<file path="src/rtl/sfc_pkg.sv">
// Shared types and fixed-point constants for the Stribeck friction coefficient block.
package sfc_pkg;

	localparam int NRM_W    = 16;
	localparam int VEL_W    = 24;
	localparam int MU_W     = 16;
	localparam int VS_W     = 24;
	localparam int REL_W    = VEL_W + 1;
	localparam int PR_W     = NRM_W + REL_W;
	localparam int DOT_W    = PR_W + 2;
	localparam int DN_W     = DOT_W + NRM_W;
	localparam int RND_SH   = 28;
	localparam int PROJ_W   = DN_W - RND_SH;
	localparam int T_W      = PROJ_W + 1;
	localparam int MAG_W    = 29;
	localparam int SQR_W    = 2 * MAG_W;
	localparam int SQ_W     = 60;
	localparam int SPEED_W  = SQ_W / 2;
	localparam int SPD_SH   = 16;
	localparam int DVD_W    = SPEED_W + SPD_SH;
	localparam int RATIO_W  = 21;
	localparam int REM_W    = VS_W + RATIO_W;
	localparam int Y_SH     = 10;
	localparam int Y_W      = RATIO_W + Y_SH;
	localparam int E_W      = 32;
	localparam int FRAC     = 31;
	localparam int PROD_W   = E_W + Y_W;
	localparam int RECIP_SH = 36;
	localparam int RECIP_W  = RECIP_SH + 1;
	localparam int MQ_W     = E_W + RECIP_W;
	localparam int SUM_W    = E_W + 2;
	localparam int TERMS    = 12;
	localparam int SQUARES  = 5;
	localparam int EP_W     = 2 * E_W;
	localparam int DIFF_W   = MU_W + 1;
	localparam int FP_W     = DIFF_W + E_W + 1;
	localparam int MUR_W    = FP_W - FRAC;
	localparam int MUS_W    = MUR_W + 1;

	localparam int ADDR_W   = 4;
	localparam int DATA_W   = 32;

	localparam logic [1:0] REG_MU_STATIC  = 2'd0;
	localparam logic [1:0] REG_MU_COULOMB = 2'd1;
	localparam logic [1:0] REG_STRIBECK_V = 2'd2;

	typedef struct packed {
		logic signed [NRM_W-1:0] normal_x;
		logic signed [NRM_W-1:0] normal_y;
		logic signed [NRM_W-1:0] normal_z;
		logic signed [VEL_W-1:0] parent_vel_x;
		logic signed [VEL_W-1:0] parent_vel_y;
		logic signed [VEL_W-1:0] parent_vel_z;
		logic signed [VEL_W-1:0] child_vel_x;
		logic signed [VEL_W-1:0] child_vel_y;
		logic signed [VEL_W-1:0] child_vel_z;
	} contact_t;

	typedef struct packed {
		logic            tangent_enable;
		logic [MU_W-1:0] friction_coeff;
	} coeff_t;

endpackage

</file>
<file path="src/rtl/sfc_isqrt.sv">
// Pipelined integer square root, one result bit resolved per stage.
module sfc_isqrt (
	input  logic                        clk,
	input  logic                        arst_n,
	input  logic                        en,
	input  logic                        in_valid,
	input  logic [sfc_pkg::SQ_W-1:0]    radicand,
	output logic                        out_valid,
	output logic [sfc_pkg::SPEED_W-1:0] root
);

	localparam int N = sfc_pkg::SPEED_W;
	localparam int W = sfc_pkg::SQ_W;

	logic         vld_s [N];
	logic [W-1:0] rem_s [N];
	logic [W-1:0] res_s [N];

	for (genvar k = 0; k < N; k++) begin : g_stage
		localparam int SH = 2 * (N - 1 - k);
		localparam logic [W-1:0] BIT = W'(1) << SH;
		logic         cv;
		logic [W-1:0] crem, cres, trial;

		if (k == 0) begin : g_first
			assign cv   = in_valid;
			assign crem = radicand;
			assign cres = '0;
		end else begin : g_next
			assign cv   = vld_s[k-1];
			assign crem = rem_s[k-1];
			assign cres = res_s[k-1];
		end

		assign trial = cres + BIT;

		always_ff @(posedge clk or negedge arst_n) begin
			if (!arst_n) begin
				vld_s[k] <= 1'b0;
			end else if (en) begin
				vld_s[k] <= cv;
			end
		end

		always_ff @(posedge clk) begin
			if (en) begin
				if (crem >= trial) begin
					rem_s[k] <= crem - trial;
					res_s[k] <= (cres >> 1) + BIT;
				end else begin
					rem_s[k] <= crem;
					res_s[k] <= cres >> 1;
				end
			end
		end
	end

	assign out_valid = vld_s[N-1];
	assign root      = res_s[N-1][N-1:0];

endmodule

</file>
<file path="config.mk">
export PLATFORM = sky130hd
export DESIGN_NAME = sfc_isqrt
export DESIGN_NICKNAME = d
export VERILOG_FILES = /design/src/rtl/sfc_pkg.sv /design/src/rtl/sfc_isqrt.sv
export SDC_FILE = /design/constraint.sdc
export NUM_CORES = 2
export LEC_CHECK = 0
export BUFFER_PORTS_ARGS = -buffer_cell sky130_fd_sc_hd__buf_2
export CAP_MARGIN = 20
export CORE_MARGIN = 2
export CORE_UTILIZATION = 45
export CTS_CLUSTER_SIZE = 10
export DETAILED_ROUTE_END_ITERATION = 16
export GPL_ROUTABILITY_DRIVEN = 0
export GPL_TIMING_DRIVEN = 0
export SYNTH_ARGS = -nofsm -noshare
export SYNTH_HDL_FRONTEND = slang
export SYNTH_SLANG_ARGS = --single-unit
</file>
<file path="constraint.sdc">
create_clock -name clk -period 3.6 [get_ports clk]
set_clock_uncertainty 0.2 [all_clocks]
set_input_delay 0.72 -clock clk [delete_from_list [all_inputs] [get_ports clk]]
set_output_delay 0.72 -clock clk [all_outputs]
set_load 0.01 [all_outputs]
</file>
### Yosys cells after proc, flatten, opt, wreduce, memory -nomap -nowiden

Memories as Yosys holds them, arrays and structs flattened.
Index checks and enable logic that the tools add are counted.

* memory bits (writable): 3600
* register bits: 30
* memories: 2
* input bits: 64

* $add $sub $neg: 88
* mux-type cells: 240
* magnitude comparators: 30
* bitwise logic cells: 60

Memory list
* rem_s: depth 30, width 60, rd ports 29, clocked after Yosys merged registers in 0, write ports 30, RTL line sfc_isqrt.sv:16 `logic [W-1:0] rem_s [N];`
* res_s: depth 30, width 60, rd ports 30, clocked after Yosys merged registers in 0, write ports 30, RTL line sfc_isqrt.sv:17 `logic [W-1:0] res_s [N];`

Operators by type and width (count)
* 60-bit two-way mux: 60
* 60-bit >= comparator: 29
* 60-bit subtractor: 29
* 1-bit two-way mux: 180
* 59-bit by 1-bit adder with 60-bit output, second input constant: 1
* 59-bit by 11-bit adder with 60-bit output, second input constant: 1
* 59-bit by 13-bit adder with 60-bit output, second input constant: 1
* 59-bit by 15-bit adder with 60-bit output, second input constant: 1
* 59-bit by 17-bit adder with 60-bit output, second input constant: 1
* 59-bit by 19-bit adder with 60-bit output, second input constant: 1
* 59-bit by 21-bit adder with 60-bit output, second input constant: 1
* 59-bit by 23-bit adder with 60-bit output, second input constant: 1
* 59-bit by 25-bit adder with 60-bit output, second input constant: 1
* 59-bit by 27-bit adder with 60-bit output, second input constant: 1
* 59-bit by 29-bit adder with 60-bit output, second input constant: 1
* 59-bit by 3-bit adder with 60-bit output, second input constant: 1
* 59-bit by 31-bit adder with 60-bit output, second input constant: 1
* 59-bit by 33-bit adder with 60-bit output, second input constant: 1
* 59-bit by 35-bit adder with 60-bit output, second input constant: 1
* 59-bit by 37-bit adder with 60-bit output, second input constant: 1
* 59-bit by 39-bit adder with 60-bit output, second input constant: 1
* 59-bit by 41-bit adder with 60-bit output, second input constant: 1
* 59-bit by 43-bit adder with 60-bit output, second input constant: 1
* 59-bit by 45-bit adder with 60-bit output, second input constant: 1
* 41 further kinds: 100

### Depth between registers and ports, before layout

An unclocked memory read counts as a cell.

* depth in word-level cells: 7
* mapped depth: 14
* mapped depth without buffers: 13

### Worst setup path after synthesis

No wires, ideal clock.

* kind: input-to-reg
* start: input en
* end: memory rem_s[1][720] (netlist name) (enable)
* setup time: 0.479 ns
* slack: -1.284 ns
* path buffers: 5
* arrival: 4.205 ns
* stages on the path: 5
* cells stage by stage: clkbuf_1 > clkbuf_1 > clkbuf_1 > clkbuf_1 > clkbuf_1

RTL lines
* start, declared: RTL line sfc_isqrt.sv:5 `input logic en,`
* end, declared: RTL line sfc_isqrt.sv:16

==> out/metrics.yaml <==
crit_type: "flip-flop to flip-flop"
areaGrowthSynthToFinish_pct: 17.19
cts_tree: "built"
violations: "setup timing"
outcome: "finished, violations left"
worstPathRequired_ps: 4020
cp-end-kind: "flip-flop"
cts_made_buffers: 283
dieArea_um2: 243600
insertion_delay_ps: 940
root_buffer: "clkbuf_16"
synthDistinctLibCells: 85
drc_errors: 0
dieHeight_um: 493.5
yosys.area.top_type: "edfxtp_1"
avgSynthCellArea_um2: 12.40
mappedNetlistNets: 9252
syn_inst: 8695
grt_use_total_pct: 21.84
ys_top_cells_by_area: "edfxtp_1 61%, ha_1 5.7%, xnor2_1 3.1%"
crit_family: "simple AND/OR/NAND/NOR gates"
yosysSeqAreaShare_pct: 62.10
drive_gt1_share_pct: 14.48
timing.rr.start: "rem_s[1][47]"
yosysWarnings: 0
yosys_most_used_dff: "edfxtp_1"
ir_worst_vdd_uv: 500.3
cp_num_buf_inv: 4
drtIter0Drc: 6798
ys_async_sr_fraction_pct: 1.342
cts.path.max_buffers: 4
path_clk_slew_ps: 50
n_fill_cell: 19910
cp_cell_sequence: "or4_4, or4_4, or4_4, or4_4, a311oi_4, buf_4, buf_6, buf_6, inv_6, mux2_4"
grt_pass1_vias: 69386
critical_path.slowest_cell: "or4_4"
worst-path-stages: 10
synth.top_cell.area_share_pct: 61.40
rrSetupSlack_ps: -240
fmax_mhz: 260.8
cp_max_fo: 3
port_buffers: 94
ios: 95
slew_viol_final: 0
via_per_inst: 5.750
crit_path_start: "rem_s[1][47]"
p_leak_nw: 46.95
first_pass_iters: 9
setup_viol: 40
hold_ws_ps: 192.3
yosysMostFrequentCell: "edfxtp_1"
crit_path_start_kind: "flip-flop"
chipWidth_um: 493.5
wirelength_um: 276400
rsz0062_at_grt: "true"
cts_max_level: 5
vias: 72130
fin_crit_sh_pct: 106.5
synth_common_cells: "2,205 x edfxtp_1, 681 x nand2_1, 602 x inv_1"
worstRegToRegCells: 10
worst_pin_slew_ps: 1032
power.density_nw_per_um2: 612.8
grt_pass1_wl_um: 411200
hpwl_um: 204200
nNetsFinal: 9859
start_util_pct: 45.30
coreArea_um2: 238100
fin_ws_ps: -235.0
synth-seq-cells: 2235
crit_arrival_ps: 4250
wl_per_cell_um: 22.03
clock-sinks: 2235
hold_path.class: "input port to asynchronous set/reset pin"
cap_violations: 0
critPathMaxStageDelay_ps: 560
row_count: 179
cpMostUsedCell: "or4_4"
grt_max_degree: 78
post-route-min-period_ps: 3835
grt_antenna_before_repair: 10
crit_end: "rem_s[1][101]"
total_power_w: 0.07744
r2r_end: "rem_s[1][101]"
grt_overflow: 0
synth_area_um2: 107800
slew_headroom_pct: 31.07
hold_viol: 0
drtAntennaViolNets: 0
synth_enable_flop_cells: 2205
registers in the layout (all words and copies together) (netlist names):
signal and flops:
g_stage.cv 29, rem_s 1740, res_s 465, out_valid 1
routing by layer:
metal,vias to the layer above,wire (um),GRT usage [%]
li1,33702,-,-
met1,35286,115900,29.09
met2,2592,132300,36.03
met3,550,18180,3.661
met4,0,9976,7.840
met5,-,0,0
what timing repair did:
action,4_1_cts,5_1_grt
setup endpoints to repair,3047,615
cloned,0,6
hold endpoints to repair,91,0
pin swaps,61,153
gates resized for setup,370,522
hold buffers,62,0
buffers inserted,74,113
report_power, final:
group | switching (W) | total, W | leakage, nW | internal, W
Sequential | 0.00283 | 0.0358 | 21.6 | 0.0330
Combinational | 0.0104 | 0.0176 | 21.7 | 0.00720
Clock | 0.00983 | 0.0240 | 3.68 | 0.0142
Total | 0.0231 | 0.0774 | 47.0 | 0.0544
cells in the final DEF (no fill, tap or decap), types with 111 or more instances in the layout:
master	synthesis	layout
a21o_1	218	217
a21oi_1	414	386
buf_4	1	180
clkbuf_16	0	289
edfxtp_1	2205	2205
ha_1	493	422
inv_1	602	594
nand2_1	681	659
nand2b_1	115	111
nand3_1	157	144
nand4_1	149	149
nor2_1	474	450
nor3_1	257	220
nor4_1	333	275
o21ai_0	506	451
xnor2_1	386	366
xor2_1	385	374
worst min path at each step:
stage,end,cells after the start
floorplan,g_stage[10].cv,0
global placement,rem_s[1][360],0
detailed placement,rem_s[1][365],0
CTS,g_stage[7].cv,2
global route,g_stage[7].cv,2
finish,g_stage[22].cv,2
layout make-up:
cell class / instances / area, um^2 / area share [%]
Timing Repair Buffer: 374 / 3168 / 2.507
Clock buffer: 319 / 7281 / 5.761
Inverter: 603 / 2268 / 1.795
Sequential cell: 2235 / 66960 / 52.99
Tap cell: 3167 / 3963 / 3.136
Buffer: 156 / 980.9 / 0.7762
Antenna cell: 5 / 12.51 / 0.009901
Clock inverter: 37 / 227.7 / 0.1802
Multi-Input combinational cell: 5649 / 41510 / 32.84
cell families after synthesis:
logic type,share of synthesized area (%)
muxes,0.9526
AOI/OAI and AO/OA,9.312
adders and majority gates,5.720
xor gates and xnor gates,6.262
and+or+nand+nor,12.82
DFF,62.10
buffers and inverters,2.835
worst reg2reg max path, stage by stage, from the launching register on:
cell and delay, ps:
edfxtp_1 390, or4_4 560, or4_4 440, or4_4 440, or4_4 540, a311oi_4 290, buf_4 190, buf_6 100
buf_6 110, inv_6 30, mux2_4 280
per-stage QoR:
step / setup slack, ps / instances / cell area, um^2 / TNS (ps) / utilization (%)
floorplan: -86.17 / 8695 / 107900 / -630.4 / -
global placement: -6421 / 11956 / 112300 / - / 47.18
detailed placement: -2593 / 11985 / 113000 / -4527990 / 47.45
CTS: -285.6 / 12455 / 123200 / -10390 / 51.77
global route: -309.4 / 12542 / 126400 / -11290 / 53.08
finish: -235.0 / 12545 / 126400 / -6002 / 53.08
(Power assumes the default switching activity.)
